## config.mk

```make
export PLATFORM = sky130hd
export DESIGN_NAME = ordered_list_insert_delete_search_unit
export DESIGN_NICKNAME = d
export VERILOG_FILES = /design/src/hw/rtl/olis_pkg.sv /design/src/hw/rtl/olis_cell.sv /design/src/hw/rtl/ordered_list_insert_delete_search_unit.sv
export SDC_FILE = /design/constraint.sdc
export NUM_CORES = 1
export LEC_CHECK = 0
export BUFFER_PORTS_ARGS = -buffer_cell sky130_fd_sc_hd__buf_2
export CORE_MARGIN = 4
export CORE_UTILIZATION = 30
export DETAILED_ROUTE_END_ITERATION = 8
export PLACE_DENSITY_LB_ADDON = 0.15
export RECOVER_POWER = 50
export SETUP_SLACK_MARGIN = 0.3
export SLEW_MARGIN = 10
export SYNTH_ARGS = -nofsm -noshare
export SYNTH_HDL_FRONTEND = slang
export SYNTH_HIERARCHICAL = 1
export SYNTH_SLANG_ARGS = --single-unit
```

## constraint.sdc

```tcl
create_clock -name clk_i -period 12.4 [get_ports clk_i]
set_input_delay 2.48 -clock clk_i [delete_from_list [all_inputs] [get_ports clk_i]]
set_output_delay 2.48 -clock clk_i [all_outputs]
set_load 0.03 [all_outputs]
```

## src/hw/rtl/olis_pkg.sv

```systemverilog
// Package for the ordered list unit: operation and status codes, beat types.
package olis_pkg;

  localparam int unsigned DefaultListDepth = 16;
  localparam int unsigned ValueWidth       = 32;
  localparam int unsigned OccWidth         = 5;

  typedef enum logic [1:0] {
    MODE_INSERT = 2'd0,
    MODE_DELETE = 2'd1,
    MODE_SEARCH = 2'd2,
    MODE_CLEAR  = 2'd3
  } mode_e;

  typedef enum logic [1:0] {
    STATUS_DONE    = 2'd0,
    STATUS_MISSING = 2'd1,
    STATUS_FULL    = 2'd2
  } status_e;

  typedef struct packed {
    mode_e                         mode;
    logic signed [ValueWidth-1:0]  item_value;
  } in_t;

  typedef struct packed {
    status_e               status;
    logic [OccWidth-1:0]   occupancy;
  } out_t;

endpackage

```

## src/hw/rtl/olis_cell.sv

```systemverilog
// One list entry: holds a value, matches against the broadcast value, shifts on delete.
module olis_cell import olis_pkg::*; #(
  parameter int unsigned IDX     = 0,
  parameter int unsigned COUNT_W = 5
) (
  input  logic                          clk_i,
  input  logic                          fire_i,
  input  mode_e                         mode_i,
  input  logic signed [ValueWidth-1:0]  value_i,
  input  logic [COUNT_W-1:0]            count_i,
  input  logic                          hit_i,
  input  logic signed [ValueWidth-1:0]  next_val_i,
  output logic                          hit_o,
  output logic signed [ValueWidth-1:0]  val_o
);

  localparam logic [COUNT_W-1:0] IdxC = COUNT_W'(IDX);

  logic signed [ValueWidth-1:0] val_q, val_d;
  logic                         occ;

  assign occ   = count_i > IdxC;
  assign hit_o = hit_i | (occ & (val_q == value_i));
  assign val_o = val_q;

  always_comb begin
    val_d = val_q;
    if (fire_i) begin
      unique case (mode_i)
        MODE_INSERT: if (count_i == IdxC) val_d = value_i;
        MODE_DELETE: if (hit_o) val_d = next_val_i;
        MODE_SEARCH,
        MODE_CLEAR:  val_d = val_q;
        default:     val_d = val_q;
      endcase
    end
  end

  always_ff @(posedge clk_i) begin
    val_q <= val_d;
  end

endmodule

```

## src/hw/rtl/ordered_list_insert_delete_search_unit.sv

```systemverilog
// Ordered list unit: a chain of entry cells with a shared count and a result register.
// An accepted input beat gives its result beat in the next cycle.
// Throughput: one operation per cycle while no result is stalled; the match chain settles each cycle.
// A new beat is taken while a result waits unless that result is stalled.
// Reset clears the entry count and the result valid; entry values are not reset.
module ordered_list_insert_delete_search_unit import olis_pkg::*; #(
  parameter int unsigned LIST_DEPTH = DefaultListDepth
) (
  input  logic clk_i,
  input  logic rst_ni,
  input  logic in_valid_i,
  output logic in_stall_o,
  input  in_t  in_data_i,
  output logic out_valid_o,
  input  logic out_stall_i,
  output out_t out_data_o
);

  localparam int unsigned CountW = $clog2(LIST_DEPTH + 1);
  localparam logic [CountW-1:0] DepthC = CountW'(LIST_DEPTH);

  logic [CountW-1:0] count_q, count_d;
  logic              out_valid_q, out_valid_d;
  out_t              out_data_q, out_data_d;
  logic              fire;
  logic              found;
  logic [LIST_DEPTH:0] hit;
  logic signed [ValueWidth-1:0] vals [LIST_DEPTH];

  assign in_stall_o  = out_valid_q & out_stall_i;
  assign fire        = in_valid_i & ~in_stall_o;
  assign out_valid_o = out_valid_q;
  assign out_data_o  = out_data_q;
  assign hit[0]      = 1'b0;
  assign found       = hit[LIST_DEPTH];

  for (genvar i = 0; i < LIST_DEPTH; i++) begin : g_cell
    logic signed [ValueWidth-1:0] next_val;
    if (i == LIST_DEPTH - 1) begin : g_last
      assign next_val = vals[i];
    end else begin : g_mid
      assign next_val = vals[i+1];
    end
    olis_cell #(
      .IDX     (i),
      .COUNT_W (CountW)
    ) u_cell (
      .clk_i      (clk_i),
      .fire_i     (fire),
      .mode_i     (in_data_i.mode),
      .value_i    (in_data_i.item_value),
      .count_i    (count_q),
      .hit_i      (hit[i]),
      .next_val_i (next_val),
      .hit_o      (hit[i+1]),
      .val_o      (vals[i])
    );
  end

  always_comb begin
    status_e st;
    st          = STATUS_DONE;
    count_d     = count_q;
    out_valid_d = out_valid_q & out_stall_i;
    out_data_d  = out_data_q;
    if (fire) begin
      unique case (in_data_i.mode)
        MODE_INSERT: begin
          if (count_q >= DepthC) st = STATUS_FULL;
          else count_d = count_q + CountW'(1);
        end
        MODE_DELETE: begin
          if (!found) st = STATUS_MISSING;
          else count_d = count_q - CountW'(1);
        end
        MODE_SEARCH: if (!found) st = STATUS_MISSING;
        MODE_CLEAR:  count_d = '0;
        default:     st = STATUS_DONE;
      endcase
      out_valid_d          = 1'b1;
      out_data_d.status    = st;
      out_data_d.occupancy = OccWidth'(count_d);
    end
  end

  always_ff @(posedge clk_i or negedge rst_ni) begin
    if (!rst_ni) begin
      count_q     <= '0;
      out_valid_q <= 1'b0;
    end else begin
      count_q     <= count_d;
      out_valid_q <= out_valid_d;
    end
  end

  always_ff @(posedge clk_i) begin
    out_data_q <= out_data_d;
  end

endmodule

```

## Word level (Yosys, flattened, before mapping)

Index checks and enable logic that the tools add are counted.

| cells by class | value |
|---|---|
| $add $sub $neg | 2 |
| multiply operators | 0 |
| $lt $le $gt $ge | 17 |
| bitwise gates (word level) | 36 |
| muxes and demuxes | 54 |
| reductions and logical operators | 21 |
| divide/modulo/power cells | 0 |
| shift operators | 0 |
| eq/ne operators | 65 |

Operators with widths:

| kind | count |
|---|---|
| $mux W32 | 32 |
| $pmux W32 S2 | 15 |
| $eq A32 B32 Y1 | 16 |
| $ne A2 B1 Y1 const B | 31 |
| $reduce_and A4 Y1 | 15 |
| $eq A5 B4 Y1 const B | 8 |
| $gt A5 B4 Y1 const B | 8 |
| $eq A5 B3 Y1 const B | 4 |
| $gt A5 B3 Y1 const B | 4 |
| $and A1 B1 Y1 | 18 |
| $or A1 B1 Y1 | 15 |
| $pmux W5 S3 | 1 |
| $eq A5 B2 Y1 const B | 2 |
| $gt A5 B1 Y1 const B | 2 |
| $gt A5 B2 Y1 const B | 2 |
| $mux W5 | 2 |
| $add A5 B1 Y5 const B | 1 |
| $eq A5 B1 Y1 const B | 1 |
| $ge A5 B5 Y1 const B | 1 |
| $logic_not A5 Y1 | 1 |
| $sub A5 B1 Y5 const B | 1 |
| $eq A2 B2 Y1 const B | 2 |
| $pmux W2 S2 | 1 |
| $reduce_or A2 Y1 | 2 |
| other kinds (7) | 10 |

| storage, ports and cells | value |
|---|---|
| memories kept | 0 |
| bits in writable memories | 0 |
| logic and storage cells | 215 |
| bits in latches | 0 |
| ROM bits | 0 |
| register bits | 525 |
| input bits | 38 |

## Longest topological paths before layout

Gate-level depths: netlist of run 1.

| logic depth | value |
|---|---|
| depth after elaboration | 19 |
| mapped depth | 24 |
| gate-level depth less buffers | 24 |

## Hierarchy

Netlist of run 1, hierarchy kept.

Modules (own cells, without submodules):

| module | area each (µm²) | seq. area each (µm²) | instances | cells an instance |
|---|---|---|---|---|
| olis_cell (g_cell[11].u_cell ...) | 1774.2 | 960.9 | 2 | 121 |
| olis_cell (g_cell[0].u_cell ...) | 1751.7 | 960.9 | 2 | 120 |
| olis_cell (g_cell[4].u_cell) | 1778.0 | 960.9 | 1 | 121 |
| olis_cell (g_cell[8].u_cell) | 1773.0 | 960.9 | 1 | 121 |
| olis_cell (g_cell[14].u_cell) | 1766.7 | 960.9 | 1 | 121 |
| olis_cell (g_cell[6].u_cell) | 1766.7 | 960.9 | 1 | 122 |
| olis_cell (g_cell[15].u_cell) | 1764.2 | 960.9 | 1 | 128 |
| olis_cell (g_cell[9].u_cell) | 1762.9 | 960.9 | 1 | 121 |
| olis_cell (g_cell[12].u_cell) | 1761.7 | 960.9 | 1 | 122 |
| olis_cell (g_cell[10].u_cell) | 1759.2 | 960.9 | 1 | 121 |
| olis_cell (g_cell[2].u_cell) | 1757.9 | 960.9 | 1 | 120 |
| olis_cell (g_cell[3].u_cell) | 1756.7 | 960.9 | 1 | 121 |
| olis_cell (g_cell[13].u_cell) | 1750.4 | 960.9 | 1 | 119 |
| olis_cell (g_cell[7].u_cell) | 1745.4 | 960.9 | 1 | 119 |
| ordered_list_insert_delete_search_unit | 799.5 | 360.3 | 1 | 75 |

## Least setup slack after synthesis of run 1

OpenSTA, ideal clock, no wires.

| timing | value |
|---|---|
| kind | input to register |
| start point | input in_data_i[16] in the netlist's numbering |
| end point | register g_cell[12].u_cell.val_q[0], enable pin |
| slack | 5.558 ns |
| stages on the path | 20 |
| data arrival time | 6.184 ns |
| buffers on the path | 0 |
| library setup time | 0.658 ns |
| cells stage by stage | xnor2_1 nand4_1 nor4_1 nand4_1 nand2b_1 or2_2 nand2b_1 o21bai_1 or2_2 nand2b_1 a41o_2 a21o_2 nand2b_1 nand2b_1 or2b_1 nand2b_1 nand2_1 o21ai_0 nand3b_1 o21ai_0 |

| between the ends | value |
|---|---|
| longest elaborated chain between the ends | 16 |
| elaborated cells between the ends (all ways) | 40 |
| those cells by class | eq/ne: 14; bitwise: 25; reduce/logical: 1 |

RTL lines:

| what | RTL line | RTL |
|---|---|---|
| start: declaration | ordered_list_insert_delete_search_unit.sv:13 | `input in_t in_data_i,` |
| $eq A32 B32 Y1 | olis_cell.sv:23 | `assign hit_o = hit_i \| (occ & (val_q == value_i));` |
| $and A1 B1 Y1 | olis_cell.sv:23 |  |
| net hit[1] | ordered_list_insert_delete_search_unit.sv:27 | `logic [LIST_DEPTH:0] hit;` |
| $or A1 B1 Y1 | olis_cell.sv:23 |  |
| net hit[2] | ordered_list_insert_delete_search_unit.sv:27 |  |
| $or A1 B1 Y1 | olis_cell.sv:23 |  |
| net hit[3] | ordered_list_insert_delete_search_unit.sv:27 |  |
| $or A1 B1 Y1 | olis_cell.sv:23 |  |
| net hit[4] | ordered_list_insert_delete_search_unit.sv:27 |  |
| [1 not listed] | n/a |  |
| net hit[5] | ordered_list_insert_delete_search_unit.sv:27 |  |
| [1 not listed] | n/a |  |
| net hit[6] | ordered_list_insert_delete_search_unit.sv:27 |  |
| [1 not listed] | n/a |  |
| net hit[7] | ordered_list_insert_delete_search_unit.sv:27 |  |
| [1 not listed] | n/a |  |
| net hit[8] | ordered_list_insert_delete_search_unit.sv:27 |  |
| [1 not listed] | n/a |  |
| net hit[9] | ordered_list_insert_delete_search_unit.sv:27 |  |
| [1 not listed] | n/a |  |
| net hit[10] | ordered_list_insert_delete_search_unit.sv:27 |  |
| $or A1 B1 Y1 | olis_cell.sv:23 |  |
| net hit[11] | ordered_list_insert_delete_search_unit.sv:27 |  |
| $or A1 B1 Y1 | olis_cell.sv:23 |  |
| net hit[12] | ordered_list_insert_delete_search_unit.sv:27 |  |
| $or A1 B1 Y1 | olis_cell.sv:23 |  |
| $ne A2 B1 Y1 (no source line) | n/a |  |
| $reduce_and A4 Y1 (no source line) | n/a |  |
| end signal: assignment | olis_cell.sv:40 | `val_q <= val_d;` |
| end: declaration | olis_cell.sv:19 | `logic signed [ValueWidth-1:0] val_q, val_d;` |

The timed path passes the listed nets, and every way through them passes these cells.
A chain may end at the register's enable or synchronous reset.

## Final worst setup path of run 1

| timing | value |
|---|---|
| start point | input in_data_i[27] in the netlist's numbering |
| end point | register out_data_q (netlist bit out_data_o[4]) (data pin) |

| between the ends | value |
|---|---|
| longest elaborated chain between the ends | 19 |
| elaborated cells between the ends (all ways) | 49 |
| those cells by class | eq/ne: 16; mux: 2; bitwise: 31 |

RTL lines:

| what | RTL line | RTL |
|---|---|---|
| $eq A32 B32 Y1 | olis_cell.sv:23 |  |
| $and A1 B1 Y1 | olis_cell.sv:23 |  |
| net hit[1] | ordered_list_insert_delete_search_unit.sv:27 |  |
| $or A1 B1 Y1 | olis_cell.sv:23 |  |
| net hit[2] | ordered_list_insert_delete_search_unit.sv:27 |  |
| $or A1 B1 Y1 | olis_cell.sv:23 |  |
| net hit[3] | ordered_list_insert_delete_search_unit.sv:27 |  |
| $or A1 B1 Y1 | olis_cell.sv:23 |  |
| net hit[4] | ordered_list_insert_delete_search_unit.sv:27 |  |
| [1 not listed] | n/a |  |
| net hit[5] | ordered_list_insert_delete_search_unit.sv:27 |  |
| [1 not listed] | n/a |  |
| net hit[6] | ordered_list_insert_delete_search_unit.sv:27 |  |
| [1 not listed] | n/a |  |
| net hit[7] | ordered_list_insert_delete_search_unit.sv:27 |  |
| [1 not listed] | n/a |  |
| net hit[8] | ordered_list_insert_delete_search_unit.sv:27 |  |
| [1 not listed] | n/a |  |
| net hit[9] | ordered_list_insert_delete_search_unit.sv:27 |  |
| [1 not listed] | n/a |  |
| net hit[10] | ordered_list_insert_delete_search_unit.sv:27 |  |
| [1 not listed] | n/a |  |
| net hit[11] | ordered_list_insert_delete_search_unit.sv:27 |  |
| [1 not listed] | n/a |  |
| net hit[12] | ordered_list_insert_delete_search_unit.sv:27 |  |
| [1 not listed] | n/a |  |
| net hit[13] | ordered_list_insert_delete_search_unit.sv:27 |  |
| $or A1 B1 Y1 | olis_cell.sv:23 |  |
| net hit[14] | ordered_list_insert_delete_search_unit.sv:27 |  |
| $or A1 B1 Y1 | olis_cell.sv:23 |  |
| net hit[15] | ordered_list_insert_delete_search_unit.sv:27 |  |
| $or A1 B1 Y1 | olis_cell.sv:23 |  |
| net found | ordered_list_insert_delete_search_unit.sv:26 | `logic found;` |
| $mux W5 | ordered_list_insert_delete_search_unit.sv:73 | `if (!found) st = STATUS_MISSING;` |
| $pmux W5 S3 | ordered_list_insert_delete_search_unit.sv:67 | `unique case (in_data_i.mode)` |
| end signal: assignment | ordered_list_insert_delete_search_unit.sv:97 | `out_data_q <= out_data_d;` |
| end: declaration | ordered_list_insert_delete_search_unit.sv:24 | `out_t out_data_q, out_data_d;` |

The timed path passes the listed nets, and every way through them passes these cells.

==> results.py, run 1 <==
metrics = {
    "status": {
        "status": "complete, but fails checks",
        "violations": "max-capacitance violations, max-slew violations",
    },
    "critical_path": {
        "critical_path_required_ns": 12.75,
        "crit_family": "simple AND/OR/NAND/NOR gates",
        "crit_fanout": 32,
        "cpPeakStageDelay_ns": 0.65,
        "critPathMostFrequentCell": "nand2b_1",
        "r2r_start": "count_q[3]",
        "startpoint": "in_data_i[27]",
        "cp_slowest_cell": "buf_2",
        "start_kind": "input port",
        "critPathArrivalTime_ns": 7.88,
        "worst-path-buf-inv": 1,
        "worstSetupPathType": "in -> reg",
        "crit_path_end_kind": "flip-flop",
    },
    "cts": {
        "cts.path.max_buffers": 3,
        "post_cts_buffers": 0,
        "cts_made_buffers": 61,
        "cts_root_buffer": "clkbuf_16",
        "cts_tree": "yes",
        "cts_resized": 0,
        "cts_max_level": 2,
        "clk_pin_slew_ns": 0.06,
        "insertion_delay_ns": 0.64,
        "holdBufCountCts": 0,
        "cts_sinks": 525,
    },
    "timing": {
        "timing.fmax_mhz": 133,
        "period_minus_slack_ns": 7.53,
        "clock_skew_ns": 0.0187,
        "max_slew_margin": -0.691,
        "worst_slew_pin_slew_ns": 2.54,
        "finalHoldViolCount": 0,
        "final.setup.tns_ns": 0,
        "finalSetupViolCount": 0,
        "drv_slew": 623,
        "rsz0062_at_grt": "no",
        "period_share": 0.607,
    },
    "power_and_ir_drop": {
        "power.density_nw_per_um2": 137,
        "cell_internal_pwr_mw": 3.25,
        "power_frac_seq": 0.461,
        "power_switching_mw": 1.23,
        "combPwrFrac": 0.155,
        "ir_drop_v": 0.000114,
        "sw_frac_of_total": 0.275,
        "finalPower_mw": 4.48,
        "power.share.clock": 0.384,
        "leakage_nw": 10.2,
    },
    "die": {
        "initial_utilization": 0.304,
        "floorplan.die.height_um": 319,
        "rows": 113,
        "die-area_um2": 102000,
        "ios": 47,
        "core_area_um2": 95400,
        "die_w_um": 319,
    },
    "logic_synthesis": {
        "syn_area_per_cell_um2": 14.4,
        "synth-edff-count": 519,
        "yosys.cell_types.count": 75,
        "ys.flop_type": "edfxtp_1",
        "yosys.area.top_type": "edfxtp_1",
        "syn-cell-area_um2": 29000,
        "ys_seq_elements": 525,
        "synth_top_area_share": 0.538,
        "synthCells": 2013,
        "synth_seq_area_share": 0.543,
        "synth_area_leaders": "edfxtp_1 54%, mux2_2 15%, xnor2_1 10%",
        "yosys_warnings": 6,
        "synthArstFlopShare": 0.0114,
    },
    "drt": {
        "vias": 17369,
        "first_pass_iters": 5,
        "detail-route-antenna-nets": 0,
        "routed_via_density": 5.04,
        "dr.first_iter.drc_count": 1314,
        "remaining_drc_errors": 0,
        "wl_per_cell_um": 28.4,
        "routed_wl_um": 97900,
    },
    "placement": {
        "routabilityCongestion": 0.823,
        "hpwl_um": 68100,
        "port_buffers": 46,
    },
    "grt": {
        "grt_pass1_wl_um": 140000,
        "track_usage": 0.188,
        "grt_pass1_vias": 18200,
        "grt_max_degree": 46,
        "antenna_found_initial": 0,
        "grt_overflow_total": 0,
    },
    "worst_hold_path": {
        "min_from": "g_cell[10].u_cell/val_o[9]",
        "worstHoldPathType": "reg -> reg",
    },
    "flow_run": {
        "maxCapViolCount": 18,
    },
    "cells_and_area": {
        "antenna-diode-count": 0,
        "final_common_cell": "edfxtp_1",
        "nets": 2177,
        "area_delta_synth_final_pct": 13.2,
        "final_cell_mix": "519 x edfxtp_1, 371 x mux2_2, 346 x xnor2_1, 160 x xor2_1, 141 x mux2_1",
        "fill_cells": 9347,
        "drive_gt1_frac": 0.275,
    },
}
[metrics by stage]
stage | setup WS [ns] | cells | hold WS, ns | util | area [um^2]
after global placement | 4.31 | 3335 | 0.567 | 0.325 | 31100
after global routing | 4.64 | 3448 | 0.611 | 0.344 | 32800
after floorplan | 5.56 | 2014 | 0.554 | - | 29000
final | 4.87 | 3448 | 0.588 | 0.344 | 32800
after detailed placement | 4.28 | 3335 | 0.573 | 0.325 | 31100
after CTS | 4.92 | 3448 | 0.585 | 0.345 | 32900
[layout make-up]
| type | instances | area [um^2] | share of cell area |
|---|---|---|---|
| Timing Repair Buffer | 123 | 729 | 0.0222 |
| Tap cell | 1265 | 1580 | 0.0482 |
| Clock inverter | 29 | 205 | 0.00625 |
| Clock buffer | 84 | 1640 | 0.0501 |
| Inverter | 15 | 56.3 | 0.00172 |
| Sequential cell | 525 | 15700 | 0.480 |
| Multi-Input combinational cell | 1407 | 12900 | 0.392 |
[power by group through the flow]
stage | sequential (mW) | combinational [mW] | clock [mW]
floorplan | 2.12 | 0.370 | 0
global placement | 2.10 | 0.696 | 0
detailed placement | 2.10 | 0.693 | 0
CTS | 2.07 | 0.699 | 1.77
global route | 2.07 | 0.740 | 1.85
finish | 2.06 | 0.695 | 1.72
[worst register-to-register path, delay by kind of cell, from the launching register on]
family	cells	cell delay, ns
flip-flops	1	0.63
AND/OR/NAND/NOR	16	3.32
AO/OA/AOI/OAI	8	1.87
[synth_stat cells (3+ instances only)]
cell type	number
xnor2_1	346
and3b_1	3
mux2_2	387
nor4_2	9
a21oi_1	11
a31oi_1	3
o21ai_0	14
o21ai_1	6
a21o_1	3
or2_2	3
inv_1	15
mux2_1	125
nand4_1	100
nor3_2	4
xor2_1	160
nor2b_1	17
a41o_1	3
o221ai_1	3
nand3b_1	9
clkbuf_1	4
nor3_1	17
nand2_1	32
buf_6	6
nor4_1	47
ha_1	6
dfrtp_1	6
nand3_1	16
o31ai_1	3
nand2b_1	16
nor2_1	11
buf_4	20
edfxtp_1	519
buf_2	34
a22o_1	3
[metal layers]
metal  vias up  routed length, um  share of wire  GRT usage
li1       7886                  -              -          -
met1      9024              41800           0.43      0.240
met2       349              50400           0.51      0.340
met3       110               3260          0.033     0.0207
met4         0               2450          0.025     0.0449
met5         -                  0              0          0
[state kept, by name (all words and copies together), names as in the netlist]
signal	count
g_cell.u_cell/val_o	512
out_data_o	7
count_q	5
out_valid_o	1
[kinds of logic (layout without fill, tap and decap cells)]
kind of cell	Yosys count	in the layout	share of synthesized area
DFF	525	525	0.543
muxes	514	514	0.200
other	1	2	0.000129
AOI/OAI and AO/OA	76	76	0.0198
adders and majority gates	6	6	0.00259
and+or+nand+nor	303	303	0.0654
xor gates and xnor gates	506	506	0.153
buffers and inverters	82	251	0.0170
[path summary, 6_finish.rpt]
kind,endpoint,cells past startpoint,slack (ns)
worst max-delay path,out_data_o[4],25,4.87
worst min-delay path,g_cell[9].u_cell/val_o[9],1,0.59
worst max register to register,out_data_o[4],24,6.30
worst min register to register,g_cell[9].u_cell/val_o[9],1,0.59
max in group asynchronous,count_q[2],1,10.36
min in group asynchronous,count_q[3],1,1.75
Power figures use the tool's default switching activity.
==> run 2: changes to the inputs <==
--- a/config.mk
+++ b/config.mk
@@ -5,6 +5,7 @@
 export SDC_FILE = /design/constraint.sdc
 export NUM_CORES = 1
 export LEC_CHECK = 0
+export ABC_AREA = 1
 export BUFFER_PORTS_ARGS = -buffer_cell sky130_fd_sc_hd__buf_2
 export CORE_MARGIN = 4
 export CORE_UTILIZATION = 30
==> constraint.sdc (replaced) <==
create_clock -name clk_i -period 6.2 [get_ports clk_i]
set_input_delay 1.24 -clock clk_i [delete_from_list [all_inputs] [get_ports clk_i]]
set_output_delay 1.24 -clock clk_i [all_outputs]
set_load 0.03 [all_outputs]
==> run 2 against run 1 <==
The run still ends with max-capacitance violations, max-slew violations left. Final cell count up 57%. Sequential power grew 100%. Register-to-register slack worse by 4.4 ns. Highest routed layer unchanged. Global-route usage down 1.2 points. Synthesized cell count is 94% higher. Largest power group unchanged. Via count grew 39%. Setup slack worse by 3.9 ns. Critical path depth fell by 18.
==> results.py, run 2 <==
metrics = {
    "die": {
        "core_area_um2": 102000,
        "die_w_um": 330,
        "die-area_um2": 109000,
        "initial_utilization": 0.303,
        "ios": 47,
        "floorplan.die.height_um": 330,
        "rows": 117,
    },
    "cells_and_area": {
        "nets": 4047,
        "final_cell_mix": "1859 x nand2_1, 519 x edfxtp_1, 396 x inv_1, 284 x xnor2_1, 247 x nor2_1",
        "multi_input_area_um2": 13200,
        "largest_reg_flops": 512,
        "drive_gt1_frac": 0.0654,
        "final_common_cell": "nand2_1",
        "fin_util": 0.344,
        "area_delta_synth_final_pct": 13.5,
        "ff_latch_area_um2": 15700,
        "fill_cells": 10692,
    },
    "power_and_ir_drop": {
        "sw_frac_of_total": 0.268,
        "ir_drop_v": 0.000199,
        "power.density_nw_per_um2": 263,
        "power.share.clock": 0.420,
        "leakage_nw": 15.1,
        "cell_internal_pwr_mw": 6.77,
        "combPwrFrac": 0.130,
        "power_frac_seq": 0.450,
        "power_switching_mw": 2.49,
    },
    "logic_synthesis": {
        "synth_top_area_share": 0.502,
        "yosys.cell_types.count": 37,
        "synth_area_leaders": "edfxtp_1 50%, nand2_1 22%, xnor2_1 8.0%",
        "yosys_warnings": 6,
        "yosys.area.top_type": "edfxtp_1",
        "ys_seq_elements": 525,
        "synth_common_cells": "1859 x nand2_1, 519 x edfxtp_1, 392 x inv_1, 284 x xnor2_1, 234 x nor2_1",
        "ys.flop_type": "edfxtp_1",
        "synthArstFlopShare": 0.0114,
        "syn-cell-area_um2": 31100,
        "synth-edff-count": 519,
        "synth_seq_area_share": 0.507,
        "syn_area_per_cell_um2": 7.97,
        "synthCells": 3898,
        "syn-num-nets": 3942,
        "synth_most_common_cell": "nand2_1",
    },
    "grt": {
        "grt_overflow_total": 0,
        "grt_pass1_vias": 23484,
        "track_usage": 0.176,
        "grt_pass1_wl_um": 146000,
        "grt_max_degree": 48,
        "antenna_found_initial": 6,
    },
    "critical_path": {
        "crit_path_end_kind": "flip-flop",
        "cp_slowest_cell": "clkbuf_1",
        "start_kind": "input port",
        "critPathArrivalTime_ns": 5.61,
        "path_cells": "clkbuf_1 -> inv_1 -> nor2_4 -> clkbuf_1 -> inv_2 -> nand2_1 -> nand2_1",
        "worstSetupPathType": "in -> reg",
        "critical_path_required_ns": 6.53,
        "cpPeakStageDelay_ns": 1.73,
        "crit_fanout": 47,
    },
    "timing": {
        "final.setup.tns_ns": 0,
        "timing.fmax_mhz": 190,
        "max_slew_margin": -0.635,
        "finalHoldViolCount": 0,
        "worst_slew_pin_slew_ns": 2.45,
        "clock_skew_ns": 0.0241,
        "finalSetupViolCount": 0,
        "rsz0062_at_grt": "no",
        "period_share": 0.851,
        "drv_slew": 417,
        "period_minus_slack_ns": 5.28,
    },
    "drt": {
        "routed_wl_um": 95300,
        "vias": 24148,
        "first_pass_iters": 5,
        "wl_per_cell_um": 17.6,
        "detail-route-antenna-nets": 0,
        "routed_via_density": 4.46,
        "remaining_drc_errors": 0,
        "dr.first_iter.drc_count": 1558,
    },
    "cts": {
        "cts_resized": 0,
        "cts.path.max_buffers": 3,
        "cts_root_buffer": "clkbuf_16",
        "cts_tree": "yes",
        "holdBufCountCts": 0,
        "clk_pin_slew_ns": 0.06,
        "cts_sinks": 525,
        "cts_made_buffers": 68,
        "insertion_delay_ns": 0.60,
        "cts_max_level": 3,
        "post_cts_buffers": 0,
    },
    "status": {
        "violations": "max-capacitance violations, max-slew violations",
        "status": "complete, but fails checks",
    },
    "placement": {
        "hpwl_um": 69800,
        "routabilityCongestion": 0.807,
        "port_buffers": 46,
    },
    "flow_run": {
        "maxCapViolCount": 12,
    },
    "worst_hold_path": {
        "worstHoldPathType": "reg -> reg",
    },
}
-- run 2: cell types whose count changed in the layout (fill, tap and decap cells not counted), sizes merged, moves of 73 or more --
cell,change
nand2,+1835
inv,+400
xor2,-111
nand3,+73
o21ai,+174
nor2,+263
mux2,-512
-- run 2: cell type report --
type                            count  area share
Sequential cell                   525       0.447
Multi-Input combinational cell   2855       0.375
Clock buffer                       88      0.0528
Tap cell                         1368      0.0486
Inverter                          422      0.0450
Timing Repair Buffer              131      0.0238
Clock inverter                     30     0.00813
Antenna cell                        1   0.0000710
-- run 2: worst max-delay path: cells and delay by family --
kind,cells,cell delay (ns)
buffers and inverters,4,3.84
AND/OR/NAND/NOR,3,0.43
-- run 2: power groups by stage --
| stage | Combinational, mW | Clock (mW) | Sequential, mW |
|---|---|---|---|
| after floorplan | 0.719 | 0 | 4.24 |
| after global placement | 1.21 | 0 | 4.24 |
| after detailed placement | 1.22 | 0 | 4.24 |
| after CTS | 1.23 | 4.02 | 4.16 |
| after global routing | 1.36 | 4.16 | 4.18 |
| final | 1.20 | 3.89 | 4.16 |
-- run 2: cell families after synthesis --
group | after synthesis | synth area share
AO/OA/AOI/OAI | 205 | 0.0337
XOR/XNOR | 333 | 0.0939
adder cells (fa/ha/maj) | 6 | 0.00242
buffers and inverters | 518 | 0.0661
flip-flops | 525 | 0.507
other | 1 | 0.000121
AND/OR/NAND/NOR | 2310 | 0.297
-- run 2: layer usage --
layer	up-vias	share of wire	track usage	wire length [um]
li1	12411	-	-	-
met1	11190	0.44	0.226	42300
met2	397	0.48	0.304	46100
met3	150	0.038	0.0232	3610
met4	0	0.035	0.0600	3380
met5	-	0	0	0
-- run 2: metrics by stage --
step	hold slack (ns)	instances	setup WS, ns	power, mW	cell area (um^2)
floorplan	0.520	3898	1.90	4.96	31100
global placement	0.482	5301	0.775	5.45	33200
detailed placement	0.483	5301	0.869	5.46	33200
CTS	0.437	5419	1.48	9.41	35400
global route	0.529	5419	0.488	9.70	35200
finish	0.495	5420	0.925	9.26	35200
-- run 2: path summary, 6_finish.rpt --
| path | start | depth (start not counted) | slack, ns | endpoint |
|---|---|---|---|---|
| max | in_data_i[32] | 7 | 0.92 | g_cell[2].u_cell/val_o[28] |
| min | out_valid_o | 2 | 0.50 | out_valid_o |
| max reg2reg | count_q[1] | 41 | 1.94 | out_data_o[3] |
| min reg2reg | out_valid_o | 2 | 0.50 | out_valid_o |
| max in group asynchronous | rst_ni | 1 | 5.41 | count_q[0] |
| min in group asynchronous | rst_ni | 1 | 0.53 | out_valid_o |
